===== src/hdl/pts_pkg.sv =====
// ============================================================================
// pts_pkg: shared types and constants for the periodic timer scheduler
// Request and result codes, and the command/status bundles that pass
// between the controller and the datapath.
// ============================================================================
`default_nettype none

package pts_pkg;

  // request kinds carried in the input tuser
  localparam logic [1:0] REQ_TICK = 2'd0;
  localparam logic [1:0] REQ_ADD  = 2'd1;
  localparam logic [1:0] REQ_DEL  = 2'd2;

  // result codes carried in the output tuser
  localparam logic [2:0] RES_NONE   = 3'd0;
  localparam logic [2:0] RES_FIRED  = 3'd1;
  localparam logic [2:0] RES_FREED  = 3'd2;
  localparam logic [2:0] RES_ADDED  = 3'd3;
  localparam logic [2:0] RES_FULL   = 3'd4;
  localparam logic [2:0] RES_MARKED = 3'd5;

  localparam logic [31:0] COUNT_FOREVER = 32'hFFFF_FFFF;

  localparam int SEL_W    = 4;
  localparam int PERIOD_W = 32;
  localparam int COUNT_W  = 32;
  localparam int TIME_W   = 64;
  localparam int CODE_W   = 3;
  localparam int REQ_W    = 2;

  // controller to datapath
  typedef struct packed {
    logic load;   // capture the request, restart the scan
    logic scan;   // read one slot and advance the scan index
    logic exec;   // commit the request and load the result register
  } cmd_t;

  // datapath to controller
  typedef struct packed {
    logic scan_last;  // scan index sits on the last slot
    logic out_free;   // result register can take a new result
  } sts_t;

endpackage

`default_nettype wire


===== src/hdl/pts_ctrl.sv =====
// ============================================================================
// pts_ctrl: request sequencer
// Accepts one request, runs the slot scan for tick and add, then commits.
// ============================================================================
`default_nettype none

module pts_ctrl (
  input  wire logic                            clk,
  input  wire logic                            rst,
  input  wire logic                            in_valid,
  input  wire logic [pts_pkg::REQ_W-1:0]       in_req,
  output logic                                 in_ready,
  input  wire pts_pkg::sts_t                   sts,
  output pts_pkg::cmd_t                        cmd
);

  typedef enum logic [3:0] {
    ST_IDLE  = 4'b0001,
    ST_SCAN  = 4'b0010,
    ST_DRAIN = 4'b0100,
    ST_EXEC  = 4'b1000
  } state_t;

  state_t state;
  state_t state_next;

  always_comb begin
    state_next = state;
    in_ready   = 1'b0;
    cmd        = '0;
    unique case (state)
      ST_IDLE: begin
        in_ready = 1'b1;
        if (in_valid) begin
          cmd.load = 1'b1;
          if (in_req == pts_pkg::REQ_TICK || in_req == pts_pkg::REQ_ADD) begin
            state_next = ST_SCAN;
          end else begin
            state_next = ST_EXEC;
          end
        end
      end
      ST_SCAN: begin
        cmd.scan = 1'b1;
        if (sts.scan_last) begin
          state_next = ST_DRAIN;
        end
      end
      ST_DRAIN: begin
        state_next = ST_EXEC;
      end
      ST_EXEC: begin
        if (sts.out_free) begin
          cmd.exec   = 1'b1;
          state_next = ST_IDLE;
        end
      end
      default: begin
        state_next = ST_IDLE;
      end
    endcase
  end

  always_ff @(posedge clk) begin
    if (rst) begin
      state <= ST_IDLE;
    end else begin
      state <= state_next;
    end
  end

endmodule

`default_nettype wire


===== src/hdl/pts_datapath.sv =====
// ============================================================================
// pts_datapath: timer table, scan unit and result register
// Holds the slot table, finds the earliest valid slot and the lowest free
// slot in one pass, and applies the request.
// ============================================================================
`default_nettype none

module pts_datapath #(
  parameter int TIMER_SLOTS = 16
) (
  input  wire logic                               clk,
  input  wire logic                               rst,
  input  wire pts_pkg::cmd_t                      cmd,
  output pts_pkg::sts_t                           sts,
  input  wire logic [pts_pkg::REQ_W-1:0]          in_req,
  input  wire logic [pts_pkg::SEL_W-1:0]          in_sel,
  input  wire logic [pts_pkg::PERIOD_W-1:0]       in_period,
  input  wire logic [pts_pkg::COUNT_W-1:0]        in_count,
  input  wire logic [pts_pkg::TIME_W-1:0]         in_now,
  output logic                                    out_valid,
  input  wire logic                               out_ready,
  output logic [pts_pkg::CODE_W-1:0]              out_code,
  output logic [pts_pkg::SEL_W-1:0]               out_slot
);

  localparam int SLOT_W = (TIMER_SLOTS > 1) ? $clog2(TIMER_SLOTS) : 1;
  localparam logic [SLOT_W-1:0] LAST_SLOT = SLOT_W'(TIMER_SLOTS - 1);

  typedef struct packed {
    logic [pts_pkg::TIME_W-1:0]   due;
    logic [pts_pkg::COUNT_W-1:0]  remaining;
    logic [pts_pkg::PERIOD_W-1:0] period;
  } entry_t;

  // captured request
  logic [pts_pkg::REQ_W-1:0]    req;
  logic [pts_pkg::SEL_W-1:0]    sel;
  logic [pts_pkg::PERIOD_W-1:0] period;
  logic [pts_pkg::COUNT_W-1:0]  count;
  logic [pts_pkg::TIME_W-1:0]   now;

  // table
  entry_t                  mem [TIMER_SLOTS];
  entry_t                  rd_data;
  logic [TIMER_SLOTS-1:0]  valid;
  logic [TIMER_SLOTS-1:0]  marked;

  // scan
  logic [SLOT_W-1:0]           idx;
  logic                        cmp_vld;
  logic [SLOT_W-1:0]           cmp_idx;
  logic                        found;
  logic [SLOT_W-1:0]           best_idx;
  logic [pts_pkg::TIME_W-1:0]  best_due;
  logic [pts_pkg::PERIOD_W-1:0] best_period;
  logic [pts_pkg::COUNT_W-1:0] best_rem;
  logic                        free_found;
  logic [SLOT_W-1:0]           free_idx;
  logic                        take;

  // commit
  logic [pts_pkg::PERIOD_W-1:0] add_period;
  logic [pts_pkg::TIME_W-1:0]   new_due;
  logic [pts_pkg::COUNT_W-1:0]  rem_dec;
  logic                         sel_ok;
  logic [SLOT_W-1:0]            sel_idx;

  assign sts.scan_last = (idx == LAST_SLOT);
  assign sts.out_free  = !out_valid || out_ready;

  assign take = cmp_vld && valid[cmp_idx] && (!found || rd_data.due < best_due);

  assign add_period = (req == pts_pkg::REQ_ADD) ? period : best_period;
  assign new_due    = now + {{(pts_pkg::TIME_W-pts_pkg::PERIOD_W){1'b0}}, add_period};
  assign rem_dec    = (best_rem == pts_pkg::COUNT_FOREVER) ? best_rem : best_rem - 1'b1;
  assign sel_ok     = ({5'd0, sel} < 9'(TIMER_SLOTS));
  assign sel_idx    = SLOT_W'(sel);

  always_ff @(posedge clk) begin
    if (cmd.load) begin
      req    <= in_req;
      sel    <= in_sel;
      period <= in_period;
      count  <= in_count;
      now    <= in_now;
    end
  end

  // scan index and compare stage
  always_ff @(posedge clk) begin
    if (rst) begin
      idx        <= '0;
      cmp_vld    <= 1'b0;
      found      <= 1'b0;
      free_found <= 1'b0;
    end else if (cmd.load) begin
      idx        <= '0;
      cmp_vld    <= 1'b0;
      found      <= 1'b0;
      free_found <= 1'b0;
    end else begin
      cmp_vld <= cmd.scan;
      if (cmd.scan) begin
        idx <= idx + 1'b1;
      end
      if (take) begin
        found <= 1'b1;
      end
      if (cmp_vld && !valid[cmp_idx] && !free_found) begin
        free_found <= 1'b1;
      end
    end
  end

  always_ff @(posedge clk) begin
    if (cmd.scan) begin
      cmp_idx <= idx;
      rd_data <= mem[idx];
    end
    if (take) begin
      best_idx    <= cmp_idx;
      best_due    <= rd_data.due;
      best_period <= rd_data.period;
      best_rem    <= rd_data.remaining;
    end
    if (cmp_vld && !valid[cmp_idx] && !free_found) begin
      free_idx <= cmp_idx;
    end
  end

  // table write port
  always_ff @(posedge clk) begin
    if (cmd.exec) begin
      if (req == pts_pkg::REQ_ADD && free_found) begin
        mem[free_idx] <= '{due: new_due, remaining: count, period: period};
      end else if (req == pts_pkg::REQ_TICK && found && !marked[best_idx] &&
                   best_rem != '0 && best_due <= now) begin
        mem[best_idx] <= '{due: new_due, remaining: rem_dec, period: best_period};
      end
    end
  end

  // marked bits: no reset, an add always clears the bit of its slot
  always_ff @(posedge clk) begin
    if (cmd.exec) begin
      if (req == pts_pkg::REQ_ADD && free_found) begin
        marked[free_idx] <= 1'b0;
      end else if (req == pts_pkg::REQ_DEL && sel_ok) begin
        marked[sel_idx] <= 1'b1;
      end
    end
  end

  always_ff @(posedge clk) begin
    if (rst) begin
      valid <= '0;
    end else if (cmd.exec) begin
      if (req == pts_pkg::REQ_ADD && free_found) begin
        valid[free_idx] <= 1'b1;
      end else if (req == pts_pkg::REQ_TICK && found &&
                   (marked[best_idx] || best_rem == '0)) begin
        valid[best_idx] <= 1'b0;
      end
    end
  end

  // result register
  always_ff @(posedge clk) begin
    if (rst) begin
      out_valid <= 1'b0;
    end else if (cmd.exec) begin
      out_valid <= 1'b1;
    end else if (out_ready) begin
      out_valid <= 1'b0;
    end
  end

  always_ff @(posedge clk) begin
    if (cmd.exec) begin
      out_code <= pts_pkg::RES_NONE;
      out_slot <= '0;
      case (req)
        pts_pkg::REQ_TICK: begin
          if (found) begin
            if (marked[best_idx] || best_rem == '0) begin
              out_code <= pts_pkg::RES_FREED;
              out_slot <= pts_pkg::SEL_W'(best_idx);
            end else if (best_due <= now) begin
              out_code <= pts_pkg::RES_FIRED;
              out_slot <= pts_pkg::SEL_W'(best_idx);
            end
          end
        end
        pts_pkg::REQ_ADD: begin
          if (free_found) begin
            out_code <= pts_pkg::RES_ADDED;
            out_slot <= pts_pkg::SEL_W'(free_idx);
          end else begin
            out_code <= pts_pkg::RES_FULL;
          end
        end
        pts_pkg::REQ_DEL: begin
          if (sel_ok) begin
            out_code <= pts_pkg::RES_MARKED;
            out_slot <= sel;
          end
        end
        default: begin
          out_code <= pts_pkg::RES_NONE;
        end
      endcase
    end
  end

endmodule

`default_nettype wire


===== src/hdl/periodic_timer_scheduler.sv =====
// ============================================================================
// periodic_timer_scheduler: table of periodic software-style timers
// Add, delete and tick requests against a table of TIMER_SLOTS timers; each
// request returns exactly one result.
// ============================================================================
//
//  channel   direction  handshake                     payload
//  s_axis    in         s_axis_tvalid / s_axis_tready tuser: request kind
//                                                     tdata: slot, period,
//                                                     repeat count, time
//  m_axis    out        m_axis_tvalid / m_axis_tready tuser: result code
//                                                     tdata: slot
//
// Steps: a tick or add request goes through accept, one table read per slot
// in a single-port scan over the slot table, one compare drain, and commit.
// Delete and unused requests go from accept straight to commit.
// Reset: rst is synchronous; it empties the table and the result register.
// Stalls: a held result (m_axis_tready low) holds the commit step; the request
// being served is accepted and scanned meanwhile, and no new one is accepted until it commits.
// ============================================================================
`default_nettype none

module periodic_timer_scheduler #(
  parameter int TIMER_SLOTS = 16
) (
  input  wire logic          clk,
  input  wire logic          rst,
  input  wire logic          s_axis_tvalid,
  output logic               s_axis_tready,
  // [3:0] slot_sel, [35:4] period_ms, [67:36] repeat_count,
  // [131:68] now_ms, [135:132] zero
  input  wire logic [135:0]  s_axis_tdata,
  // [1:0] req_type
  input  wire logic [1:0]    s_axis_tuser,
  output logic               m_axis_tvalid,
  input  wire logic          m_axis_tready,
  // [3:0] slot_out, [7:4] zero
  output logic [7:0]         m_axis_tdata,
  // [2:0] result_code
  output logic [2:0]         m_axis_tuser
);

  pts_pkg::cmd_t cmd;
  pts_pkg::sts_t sts;
  logic [pts_pkg::SEL_W-1:0] slot_out;

  // sequencer: accept, scan, drain, commit
  pts_ctrl u_ctrl (
    .clk      (clk),
    .rst      (rst),
    .in_valid (s_axis_tvalid),
    .in_req   (s_axis_tuser),
    .in_ready (s_axis_tready),
    .sts      (sts),
    .cmd      (cmd)
  );

  // table, scan and result register; unpack the request fields here
  pts_datapath #(
    .TIMER_SLOTS (TIMER_SLOTS)
  ) u_datapath (
    .clk       (clk),
    .rst       (rst),
    .cmd       (cmd),
    .sts       (sts),
    .in_req    (s_axis_tuser),
    .in_sel    (s_axis_tdata[3:0]),
    .in_period (s_axis_tdata[35:4]),
    .in_count  (s_axis_tdata[67:36]),
    .in_now    (s_axis_tdata[131:68]),
    .out_valid (m_axis_tvalid),
    .out_ready (m_axis_tready),
    .out_code  (m_axis_tuser),
    .out_slot  (slot_out)
  );

  // pad the slot up to a whole byte
  assign m_axis_tdata = {4'd0, slot_out};

  // commit only when the result register can take the result
  a_exec_room: assert property (@(posedge clk) disable iff (rst)
    cmd.exec |-> sts.out_free)
    else $error("commit while result register is occupied");

  // every commit presents a result on the next cycle
  a_exec_result: assert property (@(posedge clk) disable iff (rst)
    cmd.exec |=> m_axis_tvalid)
    else $error("commit did not produce a result");

  // no new request is taken while the table is being scanned
  a_scan_busy: assert property (@(posedge clk) disable iff (rst)
    cmd.scan |-> !s_axis_tready)
    else $error("input ready during scan");

  // loading a request never overlaps scan or commit
  a_load_alone: assert property (@(posedge clk) disable iff (rst)
    cmd.load |-> (!cmd.scan && !cmd.exec))
    else $error("load overlaps scan or commit");

endmodule

`default_nettype wire

===== config.mk =====
export PLATFORM = sky130hd
export DESIGN_NAME = periodic_timer_scheduler
export DESIGN_NICKNAME = d
export VERILOG_FILES = /design/src/hdl/pts_pkg.sv /design/src/hdl/pts_ctrl.sv /design/src/hdl/pts_datapath.sv /design/src/hdl/periodic_timer_scheduler.sv
export SDC_FILE = /design/constraint.sdc
export NUM_CORES = 2
export LEC_CHECK = 0
export ABC_CLOCK_PERIOD_IN_PS = 46500
export BUFFER_PORTS_ARGS = -buffer_cell sky130_fd_sc_hd__buf_4
export CORE_MARGIN = 1.5
export CORE_UTILIZATION = 38
export CTS_CLUSTER_SIZE = 28
export DETAILED_ROUTE_END_ITERATION = 16
export GPL_TIMING_DRIVEN = 0
export MAX_ROUTING_LAYER = met4
export RECOVER_POWER = 100
export SLEW_MARGIN = 25
export SYNTH_ARGS = -nofsm -noshare
export SYNTH_HDL_FRONTEND = slang
export SYNTH_SLANG_ARGS = --single-unit

===== constraint.sdc =====
create_clock -name clk -period 46.5 [get_ports clk]
set_clock_uncertainty 0.1 [all_clocks]
set_input_delay 2.325 -clock clk [delete_from_list [all_inputs] [get_ports clk]]
set_output_delay 2.325 -clock clk [all_outputs]
set_load 0.1 [all_outputs]

Word-level counts from Yosys, hierarchy flattened
Memories as Yosys holds them, arrays and structs flattened. A register that Yosys moved wholly into a read port is not among the register bits.
Cells that the tools add are included.
{"block": "totals", "register_bits": 325, "latch_bits": 0, "ram_bits": 2048, "memories": 1, "romBits": 0}
{"block": "classes", "magnitude_cmp": 9, "mux": 49, "n_shift": 0, "n_bitwise": 6, "n_eq_ne": 12, "reduce_logical": 34, "n_mul": 0, "addsub": 3, "n_div": 0}
{"name": "u_datapath.mem", "depth": 16, "width": 128, "rd": 1, "rd_ports_with_merged_regs": 1, "wr": 1, "line_no": "pts_datapath.sv:43", "rtl": "entry_t mem [TIMER_SLOTS];"}
{"operator": "$mux W128", "n": 1}
{"operator": "$reduce_or A128 Y1", "n": 1}
{"operator": "$add A64 B32 Y64", "n": 1}
{"operator": "$le A64 B64 Y1", "n": 1}
{"operator": "$lt A64 B64 Y1", "n": 1}
{"operator": "$mux W16", "n": 4}
{"operator": "$mux W32", "n": 2}
{"operator": "$mux W4", "n": 9}
{"operator": "$and A16 B16 Y16", "n": 2}
{"operator": "$eq A32 B32 Y1 const B", "n": 1}
{"operator": "$logic_not A32 Y1", "n": 1}
{"operator": "$not A16 Y16", "n": 2}
{"operator": "$or A16 B16 Y16", "n": 2}
{"operator": "$reduce_bool A32 Y1", "n": 1}
{"operator": "$sub A32 B1 Y32 const B", "n": 1}
{"operator": "$mux W1", "n": 22}
{"operator": "$lt A4 B5 Y1 const B", "n": 4}
{"operator": "$pmux W4 S4", "n": 1}
{"operator": "$logic_and A1 B1 Y1", "n": 13}
{"operator": "$demux W1 S4", "n": 3}
{"operator": "$ge A4 B1 Y1 const B", "n": 3}
{"operator": "$pmux W4 S3", "n": 1}
{"operator": "$mux W3", "n": 3}
{"operator": "$pmux W3 S3", "n": 1}
{"operator": "other kinds (16)", "n": 32}

Depth between registers and ports, before layout
{"block": "depth", "depth_word": 12, "ltp_mapped": 15, "mapped_depth_nobuf": 12}

Cells and area by module
Synthesis repeated with hierarchy kept, for this count alone.
{"block": "unflattened", "hier_cells": 4592, "area_unflattened_um2": 98455.7}
{"module": "pts_datapath", "area_each_um2": 98170.4, "instances": 1, "cells_each": 4560}
{"module": "pts_ctrl", "area_each_um2": 251.5, "instances": 1, "cells_each": 27}
{"module": "periodic_timer_scheduler", "area_each_um2": 33.8, "instances": 1, "cells_each": 5}

Worst setup path after synthesis
Ideal clock, no wire load.
{"block": "synth_path", "path_type": "flip-flop to flip-flop", "startpoint": "register u_ctrl.state[1]", "endpoint": "register u_datapath.idx[3]", "path_buffers": 0, "setup_time_ps": 65, "slack_ps": 30395, "period_less_slack_ps": 16105, "stages_incl_launch_ff": 5, "arrival_time_ps": 15940, "path_cell_list": "dfxtp_1 -> nor4b_1 -> nand4_1 -> xor2_1 -> nor2_1"}
{"element": "start, declared", "line_no": "pts_ctrl.sv:24", "rtl": "state_t state;"}
{"element": "start signal, assigned", "line_no": "pts_ctrl.sv:68", "rtl": "state <= state_next;"}
{"element": "end signal, assigned", "line_no": "pts_datapath.sv:104", "rtl": "idx <= idx + 1'b1;"}
{"element": "end, declared", "line_no": "pts_datapath.sv:49", "rtl": "logic [SLOT_W-1:0] idx;"}

Worst setup path in the final report
{"block": "layout_path", "startpoint": "register u_datapath.now[14] (netlist bit)", "endpoint": "memory u_datapath.mem[9][56] (netlist bit) (enable)"}
{"block": "layout_via", "elab_chain_len": 8}
{"element": "start, declared", "line_no": "pts_datapath.sv:40", "rtl": "logic [pts_pkg::TIME_W-1:0] now;"}
{"element": "start signal, assigned", "line_no": "pts_datapath.sv:85", "rtl": "now <= in_now;"}
{"element": "$le A64 B64 Y1 *", "line_no": "pts_datapath.sv:137", "rtl": "best_rem != '0 && best_due <= now) begin"}
{"element": "$logic_and A1 B1 Y1 *", "line_no": "pts_datapath.sv:137"}
{"element": "$mux W1 *", "line_no": "pts_datapath.sv:136", "rtl": "end else if (req == pts_pkg::REQ_TICK && found && !marked[best_idx] &&"}
{"element": "$mux W1 *", "line_no": "pts_datapath.sv:134", "rtl": "if (req == pts_pkg::REQ_ADD && free_found) begin"}
{"element": "$mux W1 *", "line_no": "pts_datapath.sv:133", "rtl": "if (cmd.exec) begin"}
{"element": "$mux W1 (implied by the code) *", "line_no": "pts_datapath.sv:138", "rtl": "mem[best_idx] <= '{due: new_due, remaining: rem_dec, period: best_period};"}
{"element": "$reduce_or A128 Y1 (no line)"}
{"element": "$mux W4 (no line) / $mux W1 (equally long branches)"}
{"element": "end, declared", "line_no": "pts_datapath.sv:43"}
Every way passes the cells marked *; elsewhere a longest branch is shown, timed or not.

==> results.md <==
- Status: finished, violations left
- Failing checks: max-capacitance violations, max-slew violations
- Routed via count: 49300
- Worst Slack Setup Final: about 36000 ps
- R2r startpoint: u_datapath.now[14]
- Initial antenna violation count: 5
- Synth Warn #: 0
- DR vias/cell: 5.62
- Final Power: 4.89 mW
- Die Area: 0.262 sq mm
- Sw Share: 0.216
- Sequential element share of the synthesized area: 0.760
- Max-slew violations: 390
- Routed len/inst: slightly below 30 um
- EDFF count, synth: around 2500
- Design Area, Final: 0.113 sq mm
- Pwr dens: approximately 43 mW/mm^2
- Synth-to-layout area growth: 15.2%
- Ys flop type: edfxtp_1
- Post-synth design cell area: 0.0985 sq mm
- Sequential share of power: 0.529
- I/O Pins: 155
- Max-cap violations: 18
- Arrival @ worst endpoint: 10730 ps
- Critical path startpoint category: flip-flop
- RSZ-0062 raised after global routing: false
- Least-Margin Pin Slew: ~3300 ps
- Setup crit end kind: flip-flop
- Final Hold Viols: 0
- WP data required: 46920 ps
- Routed Wire Length: 261000 um
- Placed cell area: 0.110 sq mm
- Aggregate global routing overflow: 0
- CTS tree: built
- Worst-path clk slew: 60 ps
- Crit. Startpoint: u_datapath.now[14]
- Fin crit share: 0.222
- FP Rows: 186
- Gate power share: 0.043
- Syn Area/Cell: 21.8 sq um
- Share of layout cells above drive strength 1: 0.235
- Switching pwr: between 1 and 1.5 mW
- Clock Power Share: 0.428
- Fin util: 0.441
- Top cells by area, synth: edfxtp_1 75%, mux4_2 15%, ha_1 2.1%
- Post-synth cell types: 69
- Post-Place Cells: 8294
- Routability Congestion: 0.826
- Max Fanout on Critical Path: 13
- Port buffer count: 145
- Skew-Pair Late Insertion Delay: 960 ps
- Crit path kind: flip-flop to flip-flop
- Synth top cells by count: 2473 x edfxtp_1, 650 x mux4_2, 163 x ha_1
- Num CTS Buffers: 286
- VDD IR-drop max: 0.0000320 V
- Nets: 5506
- Post-layout minimum cycle time: 10310 ps
- Leading area contributor after synthesis: edfxtp_1
- Setup_tns: 0 ps
- Core box area: 0.257 sq mm
- Syn Inst Count: 4517
- Worst hold margin: 296 ps
- CTS Sinks: 2501
- Hold_sp: u_datapath.rd_data[25]
- Total track usage: 0.204
- Worst slew margin: -1.23
- Area share of the largest cell type after synthesis: 0.754
- DRC viols: 0
- Clock root cell: clkbuf_16
- P_leak: 35.3 nW
- Post-DP HPWL: about 180000 um
- Fill count: 21700
- Detailed Routing Iterations Pass 1: 6
- Final cell count without fillers: 8774
- CTS max path bufs: 4
- Initial DRC Count: approximately 5700
- Cts hold-fix bufs: 0
- Peak Freq: 0.0970 GHz
- Synthesis-stage register bit count: 2501
- DIE WIDTH: 512 um
- Final number of setup-violating endpoints: 0
- Die Y: about 500 um
- Largest net degree at the start of global routing: 56
- Hold Crit Class: flip-flop to flip-flop
- Post-CTS Repair Setup Buffers: 0
- # H-tree levels: 5
- P_int: 3.83 mW
- First-pass GRT wire length: 370000 um
- Vias in the first global route: about 50000
- Post-CTS resize count: 0
- Ys async rst share: 0
- Pre-CTS WS: 38650 ps
- Post-route ant nets: 0
- Most common cell in the netlist: edfxtp_1
- Effective utilization at floorplan: 0.383
cell families (layout without fill, tap and decap cells):
logic type,count (synthesis),count (layout),synth area share
flops,2501,2501,0.760
mux,748,748,0.160
simple gates,350,350,0.0186
buf+inv,336,1205,0.0131
compound gates,328,328,0.0198
fa+ha+maj,164,164,0.0209
xor+xnor,89,89,0.00792
other cells,1,5,0.0000381
worst paths after layout:
check / slack [ps] / cells after the start / endpoint
worst max-delay path: 36190 / 15 / u_datapath.mem[9][56]
worst min register to register: 300 / 0 / u_datapath.best_period[25]
worst min-delay path: 300 / 0 / u_datapath.best_period[25]
worst max register to register: 36190 / 15 / u_datapath.mem[9][56]
cell type report:
cell class,instances,area (sq um),share of cell area
flip-flops and latches,2501,74800,0.660
inverters,154,579,0.00511
plain buffers,182,796,0.00701
multi-input cells,1683,22400,0.197
well taps,3384,4230,0.0373
repair buffers,392,2100,0.0185
clock buffers,351,7600,0.0670
diodes,1,2.50,0.0000221
clock inverters,126,908,0.00801
routing by layer:
metal | track usage | routed length (um) | vias up
met4 | 0.0582 | 7450 | 0
met2 | 0.321 | 126000 | 2032
met1 | 0.275 | 108000 | 26600
li1 | - | - | 20300
met5 | - | 0 | -
met3 | 0.0315 | 18600 | 404
critical path, cell delays in order, from the launching register on:
cell and delay [ps]:
edfxtp_1 580, inv_1 90, ha_1 320, nand4_1 210, or4_1 650, nor2_1 760
nand4_1 360, a21bo_1 430, nand3_1 230, o21ai_0 680, clkbuf_1 860, clkbuf_1 950
clkbuf_1 830, clkbuf_1 850, clkbuf_1 900, clkbuf_1 1000
sequential cells by signal, summed over array words and instances (netlist names), 16 cells and up:
name and flops:
u_datapath.mem 2048, u_datapath.rd_data 128, u_datapath.best_due 64, u_datapath.now 64, u_datapath.best_period 32, u_datapath.best_rem 32
u_datapath.count 32, u_datapath.period 32, u_datapath.marked 16, u_datapath.valid 16
power by group through the flow:
stage	clock [mW]	sequential (mW)	combinational (mW)
final	2.09	2.59	0.208
after global routing	2.22	2.59	0.228
after CTS	2.13	2.58	0.215
after detailed placement	0	2.63	0.215
after global placement	0	2.64	0.197
after floorplan	0	2.62	0.128
cells in the final DEF (no fill, tap or decap), types with 28 or more instances in the layout:
master | Yosys | final
a21o_1 | 28 | 28
clkinv_2 | 0 | 37
inv_1 | 154 | 153
xnor2_1 | 64 | 63
mux2_1 | 7 | 69
clkbuf_4 | 0 | 117
mux4_2 | 650 | 650
nand3_1 | 38 | 39
clkbuf_1 | 128 | 416
clkinv_1 | 0 | 56
nor2_1 | 64 | 64
dfxtp_1 | 28 | 28
a21oi_1 | 126 | 126
mux2_2 | 90 | 28
nand2_1 | 83 | 83
o21ai_0 | 87 | 88
buf_2 | 7 | 32
edfxtp_1 | 2473 | 2473
ha_1 | 163 | 163
nand4_1 | 42 | 42
clkbuf_16 | 0 | 293
clkbuf_2 | 0 | 40
Power figures use the tool's default switching activity.
